File: src/ssf_pkg.sv
// Shared types and constants of the separation steering force block.
// Used by ssf_ctrl, ssf_datapath and separation_steering_force_top; depends on nothing.
`default_nettype none
package ssf_pkg;

   localparam int unsigned SQRT_STEPS = 32;
   localparam int unsigned DIV_STEPS  = 48;
   localparam int unsigned SQ_STEPS   = 4;
   localparam int unsigned CNT_W      = 6;

   localparam logic [2:0] REG_DESIRED_SEP = 3'd0;
   localparam logic [2:0] REG_MIN_DIST    = 3'd1;
   localparam logic [2:0] REG_MAX_DIST    = 3'd2;
   localparam logic [2:0] REG_FAR_DIST    = 3'd3;
   localparam logic [2:0] REG_SCALE_X     = 3'd4;
   localparam logic [2:0] REG_SCALE_Y     = 3'd5;
   localparam logic [2:0] REG_SCALE_Z     = 3'd6;

   localparam logic [31:0] RST_DESIRED_SEP = 32'd1638400;
   localparam logic [31:0] RST_MIN_DIST    = 32'd65536;
   localparam logic [31:0] RST_MAX_DIST    = 32'd6553600;
   localparam logic [31:0] RST_FAR_DIST    = 32'd655360000;
   localparam logic [31:0] RST_SCALE       = 32'd65536;

   typedef struct packed {
      logic signed [31:0] self_x;
      logic signed [31:0] self_y;
      logic signed [31:0] self_z;
      logic signed [31:0] other_x;
      logic signed [31:0] other_y;
      logic signed [31:0] other_z;
      logic signed [31:0] vel_x;
      logic signed [31:0] vel_y;
      logic signed [31:0] vel_z;
      logic               last;
   } req_type;

   typedef struct packed {
      logic signed [31:0] force_x;
      logic signed [31:0] force_y;
      logic signed [31:0] force_z;
   } rsp_type;

   typedef enum logic [3:0] {
      OP_NONE,
      OP_LOAD,
      OP_SQ,
      OP_SQRT_INIT,
      OP_SQRT_STEP,
      OP_CHECK,
      OP_DIV_INIT,
      OP_DIV_STEP,
      OP_ACC,
      OP_NORM_INIT,
      OP_SHIFT_R,
      OP_SHIFT_L,
      OP_SCALE
   } op_type;

   typedef struct packed {
      op_type     op;
      logic [1:0] idx;
      logic       fin;
   } cmd_type;

   typedef struct packed {
      logic last;
      logic counted;
      logic mx_zero;
      logic mx_high;
      logic mx_low;
   } sts_type;

endpackage
`default_nettype wire

File: src/ssf_ctrl.sv
// Sequencer that steps the datapath through one item and owns both handshakes.
// Depends on ssf_pkg.
`default_nettype none
module ssf_ctrl
   import ssf_pkg::*;
(
   input  wire logic clock,
   input  wire logic reset,
   input  wire logic req_valid,
   output logic      req_ready,
   output logic      rsp_valid,
   input  wire logic rsp_ready,
   input  wire sts_type sts,
   output cmd_type   cmd
);

   typedef enum logic [11:0] {
      S_IDLE   = 12'b000000000001,
      S_SQ     = 12'b000000000010,
      S_SQRTI  = 12'b000000000100,
      S_SQRT   = 12'b000000001000,
      S_CHECK  = 12'b000000010000,
      S_DIVI   = 12'b000000100000,
      S_DIV    = 12'b000001000000,
      S_ACC    = 12'b000010000000,
      S_NINIT  = 12'b000100000000,
      S_NSHIFT = 12'b001000000000,
      S_WAIT   = 12'b010000000000,
      S_SCALE  = 12'b100000000000
   } state_type;

   state_type          state_ff, state_in;
   logic [CNT_W-1:0]   cnt_ff, cnt_in;
   logic               fin_ff, fin_in;
   logic               rsp_valid_ff, rsp_valid_in;

   always_comb begin
      state_in = state_ff;
      cnt_in = cnt_ff;
      fin_in = fin_ff;
      rsp_valid_in = rsp_valid_ff && !rsp_ready;
      cmd.op = OP_NONE;
      cmd.idx = cnt_ff[1:0];
      cmd.fin = fin_ff;
      req_ready = 1'b0;
      case (state_ff)
         S_IDLE: begin
            req_ready = 1'b1;
            if (req_valid) begin
               cmd.op = OP_LOAD;
               state_in = S_SQ;
               cnt_in = '0;
               fin_in = 1'b0;
            end
         end
         S_SQ: begin
            cmd.op = OP_SQ;
            cnt_in = cnt_ff + 1'b1;
            if (cnt_ff == CNT_W'(SQ_STEPS - 1)) state_in = S_SQRTI;
         end
         S_SQRTI: begin
            cmd.op = OP_SQRT_INIT;
            cnt_in = '0;
            state_in = S_SQRT;
         end
         S_SQRT: begin
            cmd.op = OP_SQRT_STEP;
            cnt_in = cnt_ff + 1'b1;
            if (cnt_ff == CNT_W'(SQRT_STEPS - 1)) state_in = fin_ff ? S_DIVI : S_CHECK;
         end
         S_CHECK: begin
            cmd.op = OP_CHECK;
            if (sts.counted) state_in = S_DIVI;
            else state_in = sts.last ? S_NINIT : S_IDLE;
         end
         S_DIVI: begin
            cmd.op = OP_DIV_INIT;
            cnt_in = '0;
            state_in = S_DIV;
         end
         S_DIV: begin
            cmd.op = OP_DIV_STEP;
            cnt_in = cnt_ff + 1'b1;
            if (cnt_ff == CNT_W'(DIV_STEPS - 1)) state_in = fin_ff ? S_WAIT : S_ACC;
         end
         S_ACC: begin
            cmd.op = OP_ACC;
            state_in = sts.last ? S_NINIT : S_IDLE;
         end
         S_NINIT: begin
            cmd.op = OP_NORM_INIT;
            state_in = S_NSHIFT;
         end
         S_NSHIFT: begin
            if (sts.mx_zero) state_in = S_WAIT;
            else if (sts.mx_high) cmd.op = OP_SHIFT_R;
            else if (sts.mx_low) cmd.op = OP_SHIFT_L;
            else begin
               state_in = S_SQ;
               cnt_in = '0;
               fin_in = 1'b1;
            end
         end
         S_WAIT: begin
            if (!rsp_valid_ff) begin
               state_in = S_SCALE;
               cnt_in = '0;
            end
         end
         S_SCALE: begin
            cmd.op = OP_SCALE;
            cnt_in = cnt_ff + 1'b1;
            if (cnt_ff == CNT_W'(SQ_STEPS - 1)) begin
               rsp_valid_in = 1'b1;
               state_in = S_IDLE;
               fin_in = 1'b0;
            end
         end
         default: state_in = S_IDLE;
      endcase
   end

   always_ff @(posedge clock) begin
      if (reset) begin
         state_ff <= S_IDLE;
         cnt_ff <= '0;
         fin_ff <= 1'b0;
         rsp_valid_ff <= 1'b0;
      end else begin
         state_ff <= state_in;
         cnt_ff <= cnt_in;
         fin_ff <= fin_in;
         rsp_valid_ff <= rsp_valid_in;
      end
   end

   assign rsp_valid = rsp_valid_ff;

   a_no_overwrite: assert property (@(posedge clock) disable iff (reset)
      (state_ff == S_SCALE) |-> !rsp_valid_ff)
      else $error("result register written while a beat is pending");
   a_sqrt_count: assert property (@(posedge clock) disable iff (reset)
      (state_ff == S_SQRT) |-> (cnt_ff < CNT_W'(SQRT_STEPS)))
      else $error("square root ran past its step count");
   a_div_count: assert property (@(posedge clock) disable iff (reset)
      (state_ff == S_DIV) |-> (cnt_ff < CNT_W'(DIV_STEPS)))
      else $error("divider ran past its step count");
   a_accept_starts: assert property (@(posedge clock) disable iff (reset)
      (req_valid && req_ready) |=> (state_ff == S_SQ && !fin_ff && cnt_ff == '0))
      else $error("accepted beat did not start a neighbor pass");

endmodule
`default_nettype wire

File: config.mk
export PLATFORM = sky130hd
export DESIGN_NAME = ssf_ctrl
export DESIGN_NICKNAME = d
export VERILOG_FILES = /design/src/ssf_pkg.sv /design/src/ssf_ctrl.sv
export SDC_FILE = /design/constraint.sdc
export NUM_CORES = 1
export LEC_CHECK = 0
export BUFFER_PORTS_ARGS = -buffer_cell sky130_fd_sc_hd__buf_2
export CORE_MARGIN = 3
export CORE_UTILIZATION = 58
export DETAILED_ROUTE_END_ITERATION = 12
export PLACE_DENSITY = 0.82
export SETUP_SLACK_MARGIN = 0.05
export SLEW_MARGIN = 20
export SYNTH_ARGS = -nofsm -noshare
export SYNTH_HDL_FRONTEND = slang
export SYNTH_SLANG_ARGS = --single-unit
File: constraint.sdc
create_clock -name clock -period 1.97 [get_ports clock]
set_input_delay 0.197 -clock clock [delete_from_list [all_inputs] [get_ports clock]]
set_output_delay 0.197 -clock clock [all_outputs]
set_load 0.03 [all_outputs]
Word-level counts from Yosys, hierarchy flattened
Cells that the tools add are included.
{ "totals": {"register_bits": 20} }
{ "classes": {"n_addsub": 1, "eq_ne": 26, "n_mux": 34, "n_reduce_logical": 9} }
{ "ops": {"columns": ["op", "count"], "rows": [
  ["one-hot mux 12 bit (12 select lines)", 1],
  ["2-to-1 mux 12 bit", 9],
  ["one-hot mux 4 bit (11 select lines)", 1],
  ["2-to-1 mux 6 bit", 6],
  ["one-hot mux 6 bit (5 select lines)", 1],
  ["2-to-1 mux 9 bit", 2],
  ["!= test 2 bit, second input constant", 9],
  ["equality test 12 x 1 -> 1 bit, second input constant", 1],
  ["equality test 12 x 10 -> 1 bit, second input constant", 1],
  ["equality test 12 x 11 -> 1 bit, second input constant", 1],
  ["equality test 12 bit, second input constant", 1],
  ["equality test 12 x 2 -> 1 bit, second input constant", 1],
  ["equality test 12 x 3 -> 1 bit, second input constant", 1],
  ["equality test 12 x 4 -> 1 bit, second input constant", 1],
  ["equality test 12 x 5 -> 1 bit, second input constant", 1],
  ["equality test 12 x 6 -> 1 bit, second input constant", 1],
  ["equality test 12 x 7 -> 1 bit, second input constant", 1],
  ["equality test 12 x 8 -> 1 bit, second input constant", 1],
  ["equality test 12 x 9 -> 1 bit, second input constant", 1],
  ["2-to-1 mux 4 bit", 3],
  ["AND reduction 6 bit", 2],
  ["2-to-1 mux 11 bit", 1],
  ["2-to-1 mux 1 bit", 9],
  ["AND reduction 8 bit", 1],
  ["12 further kinds", 13]
]} }

Longest topological paths before layout
Gate-level depths: netlist of the first run.
{ "depth": {"word_depth": 4, "ltp_mapped": 6} }

Worst setup path before layout of the first run
No wires, ideal clock.
{ "synth_timing": {"path_kind": "register to output", "startpoint": "register state_ff[8]", "endpoint": "output cmd[3] (netlist name)", "arrival_time_ps": 1956, "required_ps": 1773, "path_slack_ps": -183, "stages_incl_launch_ff": 5, "cell_sequence": "dfxtp_1 -> buf_6 -> or4_1 -> nor3_2 -> a2111o_1"} }
{ "synth_rtl": {"columns": ["item", "line_no", "rtl"], "rows": [
  ["start: declaration", "ssf_ctrl.sv:32", "state_type state_ff, state_in;"],
  ["start signal: assignment", "ssf_ctrl.sv:130", "state_ff <= state_in;"],
  ["end: declaration", "ssf_ctrl.sv:14", "output cmd_type cmd"]
]} }

==> out/results.ini, run 1 <==
[timing]
max_clock_freq_mhz=419
post-route-period-util_pct=121
whs_ps=151
finClkSkew_ps=2.07
setup_viol=20
worst_slew_pin_slew_ps=606
min_period_ps=2390
finalMaxSlewViolations=0
slew_headroom_pct=59.1
setup_ws_ps=-416
grt_setup_unrepaired=true
finalHoldViolations=0

[route]
drtPass1Iterations=9
routed_wirelength_mm=7.60
wl_per_cell_microns=27.2
drtIter0Drc=420
ant_nets=0
via_per_inst=7.65
num_vias=2141
drc=0

[worst_setup_path]
startpoint=state_ff[3]
cp_slowest_cell=nor4b_1
cpMostUsedCell=buf_4
max_stage_delay_ps=520
reg2reg_depth=9
path_max_fanout=4
required_ps=1770
worst-setup-path-type=register to output port
crit-reg2reg-capture=cnt_ff[4]
cp_cell_sequence=buf_4 -> nor4b_1 -> buf_4 -> nand3_1 -> o21ai_2 -> or3_4 -> buf_6
crit_arrival_ps=2190
startpoint_type=register
critPathTopFamily=simple AND/OR/NAND/NOR gates
rrSetupSlack_ps=-410
path_buf_inv=3
r2r_start=state_ff[3]
setup.worst_path.end_class=output port

[grt]
overflow=0
grt_max_degree=17
track_usage_pct=36.9
antenna_found_initial=0
grt_pass1_wl_mm=9.38
grt_pass1_vias=1850

[final_layout]
fin_util_pct=94.5
fin_nets=261
area_growth_pct=53.4
stdcell_area_sq_um=2360
drive_gt1_share_pct=57.2
diodes=0

[clock_network]
clk_pin_slew_worst_paths_ps=130
cts.path.max_buffers=2
htreeDepth=1
tritoncts=done
cts.sinks=20
clockRootBuffer=clkbuf_4
postCtsHoldBufs=0
cts_made_buffers=3
clkLatencyLatePin_ps=310

[power_and_ir_drop]
pwr-share-comb_pct=63.9
totalPowerFinal_mw=2.08
p_sw_share_pct=44.5
p_per_area_nw_per_um2=882
power_frac_seq_pct=23.6
power_switching_mw=0.927
p_leak_nw=0.961
p_clk_share_pct=12.5
internal_power_mw=1.16
ir_worst_vdd_mv=0.805

[synthesis]
synthTopCellsByArea=dfxtp_1, a21oi_1, nor2_1, xor2_1, nor3_2
ys_warn_count=0
synth_cell_types=58
synthFlopType=dfxtp_1
ys_ff_latch=20
synth_top_cell_area_share_pct=26.0
synth_area_sq_um=1540
syn_avg_cell_area_sq_um=8.24
ys_seq_area_share_pct=26.0
synth_edf_count=0
ys_async_sr_fraction_pct=0
synthCells=187
synthesis.nets=197
synth_top_cell_by_area=dfxtp_1

[hold_path]
hold-path-cell-count=2
min_path_type=primary input to register
min_to=state_ff[8]
hold_start=sts[4]

[floorplanning]
num_io_pins=18
dieArea_sq_um=3310
placementRows=18
die_w_microns=57.5
fp.dieH_microns=57.5
core_area_sq_um=2500
initial_core_util_pct=61.6

[place]
dpl_cell_area_sq_um=1890
dp_hpwl_mm=3.80
io_buffer_count=17
dp_slack_ps=-39.0
gp_congestion=1.02

[status]
violations=negative setup slack
status=finished, violations left

[run]
max-cap-violations=0

[Yosys cell counts, types with 2 or more instances]
cell	n
or4_4	2
nand3b_1	2
o31a_1	2
a311oi_2	2
buf_6	4
xor2_1	6
nand2_1	11
or3_1	3
nand2b_1	4
or4_1	2
nand4_1	3
o21a_1	2
a32oi_1	2
nor4_1	6
nor2_1	14
nor3_2	5
inv_1	4
nor4_4	2
nor3_1	8
buf_4	3
nor3b_1	2
dfxtp_1	20
or2_0	2
o21ai_0	10
a31oi_1	3
nor2b_1	2
nand3_1	8
a21oi_1	11
nor4b_1	3
and2_1	3
buf_2	6
clkbuf_1	3
or4b_1	2
[timing repair]
action | 4_1_cts | 5_1_grt
setup endpoints to repair | 17 | 22
endpoints found under the hold margin | 0 | 0
pin swaps | 15 | 13
buffers inserted | 11 | 5
gates resized for setup | 52 | 37
[metrics by stage]
stage	std cells	setup TNS, ps
6_report	280	-4090
3_5_place_dp	262	-77.6
4_1_cts	276	-511
5_1_grt	280	-4410
3_3_place_gp	262	-63.3
2_1_floorplan	187	0
[per-layer routing]
layer / up-vias / part of all wire, % / global-route usage, %
li1: 839 / - / -
met1: 958 / 33 / 46.4
met2: 254 / 43 / 58.9
met3: 90 / 15 / 8.37
met4: 0 / 9.1 / 18.5
met5: - / 0 / 0
[cell families after synthesis]
family	after synthesis	synth area share, %
xor gates and xnor gates	6	3.41
adders and majority gates	1	0.812
DFF	20	26.0
buffers and inverters	20	8.04
AOI/OAI and AO/OA	48	23.2
and+or+nand+nor	91	37.9
muxes	1	0.650
[power by group through the flow]
| stage | Clock, mW | Sequential (mW) | Combinational, mW |
|---|---|---|---|
| after CTS | 0.242 | 0.476 | 1.10 |
| after global placement | 0 | 0.470 | 0.886 |
| final | 0.260 | 0.493 | 1.33 |
| after detailed placement | 0 | 0.474 | 0.896 |
| after global routing | 0.261 | 0.488 | 1.37 |
| after floorplan | 0 | 0.459 | 0.596 |
[sequential cells by signal, summed over array words and instances (netlist names)]
register and flops:
rsp_valid 1, state_ff 12, cnt_ff 6, fin_ff 1
[worst max-delay path by stage]
stage                 to  depth (start not counted)
6_report          cmd[5]                          7
5_1_grt           cmd[5]                          7
4_1_cts           cmd[3]                          5
3_5_place_dp   cnt_ff[2]                          6
3_3_place_gp      cmd[3]                          7
2_1_floorplan     cmd[3]                          4
[layout make-up]
type	count	area [sq um]
Multi-Input combinational cell	147	1250
Timing Repair Buffer	75	582
Sequential cell	20	437
Fill cell	71	138
Tap cell	30	37.5
Clock buffer	4	36.3
Inverter	4	15.0
[placed cells by master, fill, tap and decap left out, drive strengths merged, types with 4 or more instances in the layout]
cell and count:
buf 75, dfxtp 20, nor2 14, nor3 13, nand2 12, a21oi 11
o21ai 11, nor4 9, nand3 8, xor2 6, or4 4, nand2b 4
inv 4, clkbuf 4
(Power assumes the default switching activity.)
==> run 2, diff against run 1 <==
Settings changed: CELL_PAD_IN_SITES_DETAIL_PLACEMENT set to 0, CELL_PAD_IN_SITES_GLOBAL_PLACEMENT set to 1, CORE_UTILIZATION 58 to 43.
==> out/results.ini, run 2 (same netlist as run 1, synthesis figures left out) <==
[status]
status=finished, violations left
violations=negative setup slack

[clock_network]
clockRootBuffer=clkbuf_4
htreeDepth=1  ; unchanged
cts_made_buffers=3  ; unchanged
cts.path.max_buffers=2  ; unchanged
clk_pin_slew_worst_paths_ps=130  ; about the same
cts.sinks=20  ; unchanged
postCtsHoldBufs=0  ; unchanged
tritoncts=done
clkLatencyLatePin_ps=330  ; +20 ps

[grt]
antenna_found_initial=0  ; unchanged
grt_max_degree=17  ; unchanged
overflow=0  ; unchanged
track_usage_pct=28.1  ; -8.8 points
grt_pass1_wl_mm=9.20  ; -2.0%
grt_pass1_vias=1950  ; +5.4%

[route]
num_vias=1989  ; -7.1%
drc=0  ; unchanged
wl_per_cell_microns=20.5  ; -25%
via_per_inst=6.44  ; -16%
routed_wirelength_mm=6.32  ; -17%
drtPass1Iterations=5  ; -4
ant_nets=0  ; unchanged
drtIter0Drc=151  ; -64%

[timing]
finalHoldViolations=0  ; unchanged
setup-tns-final_ps=-1700  ; +2390 ps
max_clock_freq_mhz=449  ; +7.0%
slew_headroom_pct=67.6  ; +8.6 points
worst_slew_pin_slew_ps=482  ; -124 ps
finClkSkew_ps=3.09  ; +1.02 ps
setup_viol=15  ; -25%
grt_setup_unrepaired=true
finalMaxSlewViolations=0  ; unchanged
min_period_ps=2230  ; -157 ps
post-route-period-util_pct=113  ; -7.9 points
setup_ws_ps=-259  ; +157 ps

[final_layout]
diodes=0  ; unchanged
final_cell_mix=buf_4, buf_6, nor2_1, buf_2
drive_gt1_share_pct=57.8  ; +0.59 points
top_register=state_ff
area_growth_pct=62.5
regArea_sq_um=433  ; -0.86%
mostFrequentLayoutCell=buf_4
fin_util_pct=73.8  ; -21 points
largestRegisters=state_ff x12, cnt_ff x6
n_fill_cell=217  ; +210%
largest_register_ffs=12  ; unchanged
fin_nets=274  ; +5.0%
multi_input_area_sq_um=1250  ; -0.70%

[run]
max-cap-violations=0  ; unchanged

[floorplanning]
die_w_microns=65.9  ; +14%
num_io_pins=18  ; unchanged
initial_core_util_pct=45.4  ; -16 points
dieArea_sq_um=4340  ; +31%
fp.dieH_microns=65.9  ; +14%
core_area_sq_um=3390  ; +36%
placementRows=21  ; +3

[worst_setup_path]
required_ps=1770  ; about the same
path_max_fanout=4  ; unchanged
crit_arrival_ps=2030  ; -160 ps
startpoint_type=register
setup.worst_path.end_class=output port
worst-setup-path-type=register to output port

[power_and_ir_drop]
ir_worst_vdd_mv=0.700  ; -13%
p_leak_nw=1.05  ; +9.3%
p_per_area_nw_per_um2=863  ; -2.2%

[place]
gp_congestion=0.909  ; -11%
dp_hpwl_mm=3.68  ; -3.3%
io_buffer_count=17  ; unchanged

[hold_path]
min_path_type=primary input to register

==> run 2: cell count changes in the layout (fill, tap and decap cells not counted), sizes merged <==
cell,previous run,this run
buf,75,88
bufinv,0,1
clkbuf,4,3
==> run 2: where the power goes <==
group | switching (mW) | internal, mW
sequential | 0.0373 | 0.437
clock | 0.153 | 0.206
combinational | 0.678 | 0.650
total | 0.868 | 1.29
==> run 2: timing repair <==
action,CTS,global route
endpoints found under the setup margin,20,21
buffers inserted,19,5
resized for setup,63,23
pin swaps,20,13
==> run 2: final cells by class <==
type | instances | area share (%)
Multi-Input combinational cell | 147 | 49.8
Timing Repair Buffer | 88 | 27.9
Sequential cell | 20 | 17.3
Tap cell | 46 | 2.30
Clock inverter | 1 | 1.20
Clock buffer | 3 | 0.900
Inverter | 4 | 0.600
==> run 2: final timing paths <==
| check | start | endpoint | slack (ps) | cells after the start |
|---|---|---|---|---|
| max | state_ff[7] | cmd[3] | -260 | 5 |
| min | sts[4] | state_ff[8] | 130 | 2 |
| max reg2reg | state_ff[0] | cnt_ff[5] | -140 | 7 |
| min reg2reg | fin_ff | state_ff[7] | 540 | 1 |
==> run 2: stage by stage <==
stage | std cells | hold slack [ps] | area (sq um) | setup WS [ps] | total power [mW]
after floorplan | 187 | 360 | 1560 | 11.9 | 1.06
after global placement | 281 | 482 | 1940 | -69.7 | 1.31
after detailed placement | 281 | 480 | 1940 | -123 | 1.33
after CTS | 304 | 138 | 2360 | -235 | 1.98
after global routing | 309 | 150 | 2500 | -300 | 2.26
final | 309 | 134 | 2500 | -259 | 2.16
==> run 2: critical path: stages (launching register included) <==
cell,delay (ps)
dfxtp_4,390
or4_4,610
buf_6,160
nor3_4,220
a2111o_1,190
buf_6,130
==> run 2: per-layer routing <==
metal  vias up  GRT usage, %  wire length, microns
met5         -             0                     0
met2       125          47.6                  3130
met3        46          6.29                   576
li1        863             -                     -
met1       955          32.0                  2240
met4         0          16.3                   378
